--- src/rtl/kvt_pkg.sv ---
package kvt_pkg;

    localparam int TBL_DEPTH = 16;
    localparam int IDX_W     = 4;
    localparam int CNT_W     = 5;
    localparam int MAX_RES   = 16;
    localparam int KEY_W     = 8;
    localparam int VAL_W     = 16;
    localparam int FUNC_W    = 3;

    // operation codes
    localparam logic [FUNC_W-1:0] FN_CLEAR  = 3'd0;
    localparam logic [FUNC_W-1:0] FN_ADD    = 3'd1;
    localparam logic [FUNC_W-1:0] FN_REMOVE = 3'd2;
    localparam logic [FUNC_W-1:0] FN_GET    = 3'd3;
    localparam logic [FUNC_W-1:0] FN_LIST   = 3'd4;

    typedef struct packed {
        logic [FUNC_W-1:0] func;
        logic [KEY_W-1:0]  key_in;
        logic [VAL_W-1:0]  value_in;
    } t_in;

    typedef struct packed {
        logic              ok;
        logic [IDX_W-1:0]  slot_index;
        logic [VAL_W-1:0]  value_out;
        logic [KEY_W-1:0]  listed_key;
        logic [CNT_W-1:0]  entry_count;
        logic              last;
    } t_out;

    typedef struct packed {
        logic [KEY_W-1:0] key;
        logic [VAL_W-1:0] value;
    } t_entry;

    typedef struct packed {
        logic             rd_en;
        logic [IDX_W-1:0] rd_addr;
        logic             wr_en;
        logic [IDX_W-1:0] wr_addr;
        t_entry           wr_data;
    } t_mem_req;

endpackage

--- src/rtl/kvt_mem.sv ---
module kvt_mem (
    input  logic              i_clk,
    input  kvt_pkg::t_mem_req i_req,
    output kvt_pkg::t_entry   o_rd_data
);

    kvt_pkg::t_entry mem [kvt_pkg::TBL_DEPTH];
    kvt_pkg::t_entry r_rd_data;

    // read data holds while no read is issued
    always_ff @(posedge i_clk) begin
        if (i_req.wr_en) begin
            mem[i_req.wr_addr] <= i_req.wr_data;
        end
        if (i_req.rd_en) begin
            r_rd_data <= mem[i_req.rd_addr];
        end
    end

    assign o_rd_data = r_rd_data;

endmodule

--- src/rtl/kvt_out.sv ---
module kvt_out (
    input  logic          i_clk,
    input  logic          i_rst_n,
    input  logic          i_push,
    input  kvt_pkg::t_out i_data,
    output logic          o_free,
    output logic          o_valid,
    input  logic          i_stall,
    output kvt_pkg::t_out o_data
);

    logic          r_vld;
    logic          n_vld;
    kvt_pkg::t_out r_data;

    // free when empty or when the held item leaves this cycle
    assign o_free = !r_vld || !i_stall;

    always_comb begin
        n_vld = r_vld;
        if (i_push) begin
            n_vld = 1'b1;
        end else if (!i_stall) begin
            n_vld = 1'b0;
        end
    end

    always_ff @(posedge i_clk) begin
        if (!i_rst_n) begin
            r_vld <= 1'b0;
        end else begin
            r_vld <= n_vld;
        end
    end

    always_ff @(posedge i_clk) begin
        if (i_push) begin
            r_data <= i_data;
        end
    end

    assign o_valid = r_vld;
    assign o_data  = r_data;

endmodule

--- src/rtl/small_key_value_table_core.sv ---
// sequence: an item is taken in the idle state, then the slot scan reads one slot per cycle
// through the registered table memory unless a list waits on the result side, then the
// result register is loaded; a clear or an unknown operation skips the scan
// flow: one item at a time, the input stalls until the result is pushed; the single read
// port paces the scan, and a list also waits on the result side for each listed key
// reset: synchronous, active low; all slot valid bits drop, so the table reads as empty
module small_key_value_table_core (
    input  logic         i_clk,
    input  logic         i_rst_n,
    input  logic         i_in_valid,
    output logic         o_in_stall,
    input  kvt_pkg::t_in i_in,
    output logic         o_out_valid,
    input  logic         i_out_stall,
    output kvt_pkg::t_out o_out
);

    // sequencer states
    localparam logic [1:0] ST_IDLE = 2'd0;
    localparam logic [1:0] ST_SCAN = 2'd1;
    localparam logic [1:0] ST_FIN  = 2'd2;

    logic [1:0]                     r_state, n_state;
    logic [kvt_pkg::FUNC_W-1:0]     r_op, n_op;
    logic [kvt_pkg::KEY_W-1:0]      r_key, n_key;
    logic [kvt_pkg::VAL_W-1:0]      r_val, n_val;
    logic [kvt_pkg::CNT_W-1:0]      r_addr, n_addr;
    logic                           r_rd_vld, n_rd_vld;
    logic [kvt_pkg::IDX_W-1:0]      r_rd_idx, n_rd_idx;
    logic [kvt_pkg::TBL_DEPTH-1:0]  r_slot_vld, n_slot_vld;
    kvt_pkg::t_out                  r_res, n_res;
    logic                           r_pend_vld, n_pend_vld;
    kvt_pkg::t_out                  r_pend, n_pend;
    logic [kvt_pkg::CNT_W-1:0]      r_cnt, n_cnt;

    kvt_pkg::t_mem_req              mem_req;
    kvt_pkg::t_entry                rd_data;
    logic                           out_push;
    kvt_pkg::t_out                  out_data;
    logic                           out_free;

    logic [kvt_pkg::KEY_W-1:0]      cur_key;
    logic [kvt_pkg::VAL_W-1:0]      cur_val;
    logic                           key_hit;
    logic                           occupied;
    logic                           blocked;
    logic                           proc;
    logic                           stop;

    // slot memory: written only by add, read one slot per cycle during a scan unless a list stalls
    kvt_mem u_mem (
        .i_clk     (i_clk),
        .i_req     (mem_req),
        .o_rd_data (rd_data)
    );

    // result register parts the scan from the downstream stall
    kvt_out u_out (
        .i_clk   (i_clk),
        .i_rst_n (i_rst_n),
        .i_push  (out_push),
        .i_data  (out_data),
        .o_free  (out_free),
        .o_valid (o_out_valid),
        .i_stall (i_out_stall),
        .o_data  (o_out)
    );

    // a slot whose valid bit is low reads as all zero (cleared or removed)
    assign cur_key  = r_slot_vld[r_rd_idx] ? rd_data.key   : '0;
    assign cur_val  = r_slot_vld[r_rd_idx] ? rd_data.value : '0;
    assign key_hit  = (cur_key == r_key);
    assign occupied = (cur_val != '0);

    // a list hit needs room to push the previous pending key; the read data is held
    assign blocked  = (r_op == kvt_pkg::FN_LIST) && occupied && r_pend_vld && !out_free;
    assign proc     = (r_state == ST_SCAN) && r_rd_vld && !blocked;

    assign o_in_stall = (r_state != ST_IDLE);

    always_comb begin
        n_state    = r_state;
        n_op       = r_op;
        n_key      = r_key;
        n_val      = r_val;
        n_addr     = r_addr;
        n_rd_vld   = r_rd_vld;
        n_rd_idx   = r_rd_idx;
        n_slot_vld = r_slot_vld;
        n_res      = r_res;
        n_pend_vld = r_pend_vld;
        n_pend     = r_pend;
        n_cnt      = r_cnt;
        mem_req    = '0;
        out_push   = 1'b0;
        out_data   = r_res;
        stop       = 1'b0;

        case (r_state)
            ST_IDLE: begin
                if (i_in_valid) begin
                    n_op       = i_in.func;
                    n_key      = i_in.key_in;
                    n_val      = i_in.value_in;
                    n_addr     = '0;
                    n_rd_vld   = 1'b0;
                    n_pend_vld = 1'b0;
                    n_cnt      = '0;
                    n_res      = '0;
                    n_res.last = 1'b1;
                    if (i_in.func == kvt_pkg::FN_CLEAR) begin
                        n_slot_vld = '0;
                        n_state    = ST_FIN;
                    end else if (i_in.func inside {kvt_pkg::FN_ADD, kvt_pkg::FN_REMOVE,
                                                   kvt_pkg::FN_GET, kvt_pkg::FN_LIST}) begin
                        n_state = ST_SCAN;
                    end else begin
                        // unknown operation: plain last-only item
                        n_state = ST_FIN;
                    end
                end
            end

            ST_SCAN: begin
                if (proc) begin
                    case (r_op)
                        kvt_pkg::FN_ADD: begin
                            // first free slot takes the new entry
                            if (!occupied) begin
                                mem_req.wr_en         = 1'b1;
                                mem_req.wr_addr       = r_rd_idx;
                                mem_req.wr_data.key   = r_key;
                                mem_req.wr_data.value = r_val;
                                n_slot_vld[r_rd_idx]  = 1'b1;
                                n_res.ok              = 1'b1;
                                n_res.slot_index      = r_rd_idx;
                                stop                  = 1'b1;
                            end
                        end
                        kvt_pkg::FN_REMOVE: begin
                            if (key_hit) begin
                                n_slot_vld[r_rd_idx] = 1'b0;
                            end
                        end
                        kvt_pkg::FN_GET: begin
                            if (key_hit) begin
                                n_res.value_out = cur_val;
                                stop            = 1'b1;
                            end
                        end
                        kvt_pkg::FN_LIST: begin
                            // one-deep pending stage so the final key can carry last
                            if (occupied) begin
                                if (r_pend_vld) begin
                                    out_push = 1'b1;
                                    out_data = r_pend;
                                end
                                n_cnt              = r_cnt + kvt_pkg::CNT_W'(1);
                                n_pend_vld         = 1'b1;
                                n_pend             = '0;
                                n_pend.ok          = 1'b1;
                                n_pend.listed_key  = cur_key;
                                n_pend.entry_count = n_cnt;
                                if (n_cnt == kvt_pkg::CNT_W'(kvt_pkg::MAX_RES)) begin
                                    stop = 1'b1;
                                end
                            end
                        end
                        default: begin
                            stop = 1'b1;
                        end
                    endcase
                    if (r_rd_idx == kvt_pkg::IDX_W'(kvt_pkg::TBL_DEPTH - 1)) begin
                        stop = 1'b1;
                    end
                end

                if (stop) begin
                    n_state  = ST_FIN;
                    n_rd_vld = 1'b0;
                    if (r_op == kvt_pkg::FN_LIST && n_pend_vld) begin
                        n_res      = n_pend;
                        n_res.last = 1'b1;
                    end
                end else if ((!r_rd_vld || proc)
                             && (r_addr < kvt_pkg::CNT_W'(kvt_pkg::TBL_DEPTH))) begin
                    // next slot read; writes only land on the slot just compared,
                    // never on the one being read, so no forwarding is needed
                    mem_req.rd_en   = 1'b1;
                    mem_req.rd_addr = r_addr[kvt_pkg::IDX_W-1:0];
                    n_rd_idx        = r_addr[kvt_pkg::IDX_W-1:0];
                    n_rd_vld        = 1'b1;
                    n_addr          = r_addr + kvt_pkg::CNT_W'(1);
                end else if (proc) begin
                    n_rd_vld = 1'b0;
                end
            end

            ST_FIN: begin
                if (out_free) begin
                    out_push = 1'b1;
                    out_data = r_res;
                    n_state  = ST_IDLE;
                end
            end

            default: begin
                n_state = ST_IDLE;
            end
        endcase
    end

    // control state
    always_ff @(posedge i_clk) begin
        if (!i_rst_n) begin
            r_state    <= ST_IDLE;
            r_rd_vld   <= 1'b0;
            r_slot_vld <= '0;
            r_pend_vld <= 1'b0;
        end else begin
            r_state    <= n_state;
            r_rd_vld   <= n_rd_vld;
            r_slot_vld <= n_slot_vld;
            r_pend_vld <= n_pend_vld;
        end
    end

    // operands and working payload
    always_ff @(posedge i_clk) begin
        r_op     <= n_op;
        r_key    <= n_key;
        r_val    <= n_val;
        r_addr   <= n_addr;
        r_rd_idx <= n_rd_idx;
        r_res    <= n_res;
        r_pend   <= n_pend;
        r_cnt    <= n_cnt;
    end

endmodule

--- config.mk ---
export PLATFORM = sky130hd
export DESIGN_NAME = small_key_value_table_core
export DESIGN_NICKNAME = d
export VERILOG_FILES = /design/src/rtl/kvt_pkg.sv /design/src/rtl/kvt_mem.sv /design/src/rtl/kvt_out.sv /design/src/rtl/small_key_value_table_core.sv
export SDC_FILE = /design/constraint.sdc
export NUM_CORES = 1
export LEC_CHECK = 0
export BUFFER_PORTS_ARGS = -buffer_cell sky130_fd_sc_hd__buf_2
export CORE_UTILIZATION = 40
export CTS_CLUSTER_DIAMETER = 120
export DETAILED_ROUTE_END_ITERATION = 10
export GPL_ROUTABILITY_DRIVEN = 0
export PLACE_DENSITY_LB_ADDON = 0.25
export SETUP_SLACK_MARGIN = 0.3
export SKIP_LAST_GASP = 1
export SYNTH_ARGS = -nofsm -noshare
export SYNTH_HDL_FRONTEND = slang
export SYNTH_SLANG_ARGS = --single-unit
--- constraint.sdc ---
create_clock -name i_clk -period 7.4 [get_ports i_clk]
set_input_delay 0.37 -clock i_clk [delete_from_list [all_inputs] [get_ports i_clk]]
set_output_delay 0.37 -clock i_clk [all_outputs]
set_load 0.02 [all_outputs]
### Word-level counts from Yosys, hierarchy flattened

Memories as Yosys holds them, arrays and structs flattened. A register that Yosys moved wholly into a read port is not among the register bits.
Cells that the tools add are included.

| cells by class | value |
|---|---|
| $add $sub $neg | 2 |
| magnitude comparators | 3 |
| equal/unequal tests | 28 |
| mux-type cells | 78 |
| bitwise operators | 4 |
| reductions and logical operators | 30 |

Operators by type and width:

| kind | count |
|---|---|
| $mux W35 | 11 |
| $mux W16 | 8 |
| $mux W29 | 3 |
| $pmux W35 S2 | 1 |
| $pmux W16 S2 | 2 |
| $mux W5 | 10 |
| $mux W34 | 1 |
| $mux W1 | 26 |
| $mux W21 | 1 |
| $pmux W5 S2 | 2 |
| $and A16 B16 Y16 | 1 |
| $not A16 Y16 | 1 |
| $or A16 B16 Y16 | 1 |
| $reduce_bool A16 Y1 | 1 |
| $ne A2 B2 Y1 const B | 7 |
| $eq A3 B2 Y1 const B | 4 |
| $add A5 B1 Y5 const B | 2 |
| $mux W2 | 5 |
| $reduce_and A3 Y1 | 3 |
| $eq A8 B8 Y1 | 1 |
| $logic_and A1 B1 Y1 | 8 |
| $mux W8 | 1 |
| $ne A2 B1 Y1 const B | 4 |
| $reduce_and A4 Y1 | 2 |
| other kinds (27) | 39 |

| storage, ports and cells | value |
|---|---|
| flip-flop bits (word level) | 166 |
| RAM bits | 384 |
| output and inout port bits | 37 |
| memories | 1 |

Memories:

| name | depth | bits a word | read ports | clocked after Yosys merged registers in | write ports | RTL line | RTL |
|---|---|---|---|---|---|---|---|
| u_mem.mem | 16 | 24 | 1 | 1 | 1 | kvt_mem.sv:7 | `kvt_pkg::t_entry mem [kvt_pkg::TBL_DEPTH];` |

### Depth between registers and ports, before layout

| logic depth | value |
|---|---|
| depth in word-level cells | 16 |
| depth in mapped cells | 14 |
| depth with buffers taken out | 10 |

### Hierarchy

From an unflattened synthesis, not the netlist that was laid out.

| unflattened totals | value |
|---|---|
| cell total of the unflattened synthesis | 1211 |
| area, all modules | 22773.1 um^2 |

Modules (own cells, without submodules):

| module | times used | cells an instance | area each (um^2) | seq. area each (um^2) |
|---|---|---|---|---|
| kvt_mem | 1 | 636 | 15170.8 | 12251.8 |
| small_key_value_table_core | 1 | 536 | 6516.2 | 3703.6 |
| kvt_out | 1 | 39 | 1086.0 | 1071.0 |

### Worst setup path before layout

OpenSTA, ideal clock, no wires.

| timing path | value |
|---|---|
| kind | register to register |
| start point | register r_state[1] |
| end point | register u_out.r_data (netlist bit u_out.o_data[0]), enable pin |
| arrival | 5.243 ns |
| required time | 6.916 ns |
| slack | 1.673 ns |
| cell stages (with the launch flop) | 10 |
| path buffers | 2 |
| period minus slack after synthesis | 5.727 ns |
| cell sequence | dfxtp_1 inv_1 ha_1 clkbuf_1 nand2_1 nor2_1 and3_1 clkbuf_1 nand2_1 a21boi_0 |

| on the way | value |
|---|---|
| longest elaborated chain between the ends | 5 |
| elaborated cells between the ends (all ways) | 6 |
| classes of those cells | eq/ne (2); mux (2); reduce/logical (2) |

Ends and longest elaborated chain:

| what | RTL line | RTL |
|---|---|---|
| from (decl) | small_key_value_table_core.sv:23 | `logic [1:0] r_state, n_state;` |
| from (signal assigned) | small_key_value_table_core.sv:221 | `r_state <= n_state;` |
| $eq A2 B1 Y1 | small_key_value_table_core.sv:77, small_key_value_table_core.sv:99 |  |
| $logic_and A1 B1 Y1 (2 in series) | small_key_value_table_core.sv:77 | `assign proc = (r_state == ST_SCAN) && r_rd_vld && !blocked;` |
| $mux W1 | small_key_value_table_core.sv:125 | `if (proc) begin` |
| $pmux W1 S2 * | small_key_value_table_core.sv:99 | `case (r_state)` |
| named net out_push | small_key_value_table_core.sv:38 | `logic out_push;` |
| to (signal assigned) | kvt_out.sv:38 | `r_data <= i_data;` |
| to (decl) | kvt_out.sv:14 | `kvt_pkg::t_out r_data;` |

The timed path passes the listed nets; every way through them passes the cells marked *.
A chain may end at the register's enable or synchronous reset.

### Final worst setup path

| timing path | value |
|---|---|
| start point | register r_rd_idx[0] (netlist name) |
| end point | register u_out.r_data (netlist bit u_out.o_data[22]), enable pin |

| on the way | value |
|---|---|
| longest elaborated chain between the ends | 11 |
| elaborated cells between the ends (all ways) | 13 |
| classes of those cells | mux (7); reduce/logical (6) |

Ends and longest elaborated chain:

| what | RTL line | RTL |
|---|---|---|
| from (decl) | small_key_value_table_core.sv:29 | `logic [kvt_pkg::IDX_W-1:0] r_rd_idx, n_rd_idx;` |
| from (signal assigned) | small_key_value_table_core.sv:234 | `r_rd_idx <= n_rd_idx;` |
| $bmux W1 S4 * | small_key_value_table_core.sv:71 | `assign cur_val = r_slot_vld[r_rd_idx] ? rd_data.value : '0;` |
| $mux W1 (not written as such) * | small_key_value_table_core.sv:71 |  |
| $mux W16 * | small_key_value_table_core.sv:71 |  |
| $reduce_bool A16 Y1 * | small_key_value_table_core.sv:73 | `assign occupied = (cur_val != '0);` |
| $logic_and A1 B1 Y1 (3 in series) | small_key_value_table_core.sv:76 | `assign blocked = (r_op == kvt_pkg::FN_LIST) && occupied && r_pend_vld && !out_free;` |
| $logic_not A1 Y1 | small_key_value_table_core.sv:77 |  |
| $logic_and A1 B1 Y1 | small_key_value_table_core.sv:77 |  |
| $mux W1 * | small_key_value_table_core.sv:125 |  |
| $pmux W1 S2 * | small_key_value_table_core.sv:99 |  |
| named net out_push | small_key_value_table_core.sv:38 |  |

The timed path passes the listed nets; every way through them passes the cells marked *. The select of a mux whose other input is x is not followed.

==> reports/qor.csv <==
metric,value,unit
outcome,"complete, no violations",
core-area,0.0579,mm2
overflow,0,
drc,0,
clock_path_buffers,3,
reg2reg_from,r_rd_idx[0],
skew,17.4,ps
path_class,reg2reg,
hp-start,i_in_valid,
clk_pin_slew_worst_paths,60,ps
final_nets,1667,
die_h,244,um
yosys.cell_types.count,65,
start_util,40.6,%
worstPathRequired,7630,ps
hold_depth,4,
cp_max_fo,36,
path_cells,mux4_2 -> a2bb2oi_2 -> a32oi_1 -> nor3_1 -> nor2_1 -> and3_1 -> nand2_1 -> buf_4 -> a21boi_4,
cpPeakStageDelay,910,ps
cts_sinks,574,
ys_ff_latch,574,
leakage,7.80,nW
max_freq,0.207,GHz
syn-num-nets,1570,
die_area,0.0597,mm2
drv_slew,0,
final_util,46.3,%
worstMarginPinSlew,1170,ps
wl_per_cell,23.7,um
cts.root.buffer_cell,clkbuf_16,
fin_cells,2430,
rsz0062_at_grt,false,
drv_cap,0,
gr-usage-all-layers,19.5,%
ios,68,
cts_made_buffers,57,
final_cell_mix,"edfxtp_1, nand2_1, mux2i_1, nor2_1, buf_2",
die_width,244,um
ir_drop,214,uV
yosys_warnings,0,
syn-cell-area,0.0235,mm2
clock_latency,620,ps
dp_hpwl,32.5,mm
num_vias,13729,
powerDensity,285,mW/mm2
grt_antenna_before_repair,1,
finalCriticalPeriod,4820,ps
area_growth,14.0,%
via_per_inst,5.65,
synth_enable_flop_cells,553,
firstDrtPassIters,5,
max-slew-margin-rel,21.3,%
async_flop_share,0,%
endpoint_kind,flop,
diodes,0,
numPortBuffers,67,
tns,0,ps
syn_inst,1533,
crit_path_start_kind,flop,
drive_above_1_share,16.3,%
rows,88,
wirelength,57.6,mm
finalSetupViolations,0,
critical_path.slowest_cell,a21boi_4,
dp_cells,2308,
grt_pass1_wl,86.7,mm
cts_max_level,2,
final-hold-violation-count,0,
drt_first_iter_violations,1311,
rr_endpoint,u_out.o_data[22],
avgSynthCellArea,15.3,um2
synth_top_flop_cell,edfxtp_1,
worstRegToRegCells,9,
hold_class,in2reg,
period_share,65.2,%
ant_nets,0,
seq_area_frac_synth,72.4,%
cts_tree,done,
cts_resized,0,
critPathArrivalTime,5050,ps
first_global_vias,13680,
cp_top_family,compound AO/OA/AOI/OAI gates,
path_buf_inv,1,
final_common_cell,edfxtp_1,
reg2reg_slack,2580,ps
grt_start_max_net_pins,104,
hold-path-endpoint,r_pend_vld,
-- layout make-up --
cell class                 count  area, um2
clock buffer                  75       1520
clock inverter                19        164
fill                        5124      31100
inverter                      13       48.8
multi-input combinational    845       6110
sequential                   574      17000
tap                          765        957
timing repair buffer         139        971
-- what timing repair did --
action | 4_1_cts | 5_1_grt
setup buffers | 0 | 0
hold buffers | 28 | 0
endpoints found under the setup margin | 0 | 0
hold endpoints to repair | 29 | 0
-- state kept, by name, summed over array words and instances, names as in the netlist --
name             count
u_mem.mem          384
r_key                8
r_rd_vld             1
r_addr               5
r_val               16
r_pend              34
r_cnt                5
r_pend_vld           1
u_mem.o_rd_data     24
r_slot_vld          16
r_res               35
r_op                 3
r_state              2
u_out.o_data        35
u_out.o_valid        1
r_rd_idx             4
-- report_power, final --
group          leakage, nW  total (mW)  switching (mW)  internal, mW
combinational         2.59        1.10           0.730         0.368
sequential            4.40        3.87           0.119          3.75
clock                0.816        2.67            1.18          1.50
-- cells in the mapped netlist, drive strengths merged (23+ instances only) --
cell / number / share of area [%]
edfxtp: 553 / 71
nand2: 84 / 1.3
mux2i: 82 / 3.5
clkbuf: 79 / 1.3
nor2: 70 / 1.1
mux2: 57 / 2.7
and2: 56 / 1.5
o211ai: 50 / 1.6
a21oi: 49 / 1.0
o21ai: 47 / 1.0
nand2b: 30 / 0.80
a31oi: 25 / 0.67
a32o: 25 / 1.1
o21bai: 25 / 0.80
a221o: 23 / 0.98
a22oi: 23 / 0.73
o221ai: 23 / 0.86
-- kinds of logic (layout without fill, tap and decap cells) --
family	count (synthesis)	in the layout	synth area share (%)
flops	574	574	72.4
compound gates	350	350	11.1
simple gates	338	338	7.25
mux	141	141	6.41
buf+inv	114	246	2.08
xor+xnor	10	10	0.373
fa+ha+maj	6	6	0.319
-- worst reg2reg max path, stage by stage (launching register included) --
cell	delay [ps]
edfxtp_1	710
mux4_2	590
a2bb2oi_2	180
a32oi_1	450
nor3_1	160
nor2_1	370
and3_1	600
nand2_1	110
buf_4	300
a21boi_4	930
-- stage by stage --
stage	setup WS (ps)	hold WS (ps)	cell area, um2	power (mW)
6_report	2580	178	26800	7.64
5_1_grt	2140	211	26800	7.92
4_1_cts	2560	151	26800	7.70
3_5_place_dp	2570	472	24800	5.02
3_3_place_gp	2690	462	24800	5.01
2_1_floorplan	1670	424	23500	4.62
-- layer usage --
layer | track usage [%] | vias up | wire [um]
met2 | 31.4 | 457 | 27000
met5 | 0 | - | 0
met4 | 6.47 | 0 | 1640
met1 | 26.4 | 6927 | 25400
li1 | - | 6240 | -
met3 | 3.69 | 105 | 3610
-- how the worst max path moves through the flow --
| stage | from | endpoint | slack (ps) | cells after the start |
|---|---|---|---|---|
| finish | r_rd_idx[0] | u_out.o_data[22] | 2580 | 9 |
| global route | r_rd_idx[0] | u_out.o_data[22] | 2140 | 9 |
| CTS | r_rd_idx[0] | u_out.o_data[21] | 2560 | 9 |
| detailed placement | r_rd_idx[0] | u_out.o_data[22] | 2570 | 9 |
| global placement | r_rd_idx[0] | u_out.o_data[22] | 2690 | 9 |
| floorplan | r_state[1] | u_out.o_data[0] | 1670 | 9 |
No activity file was read; power rests on OpenSTA's default activity.
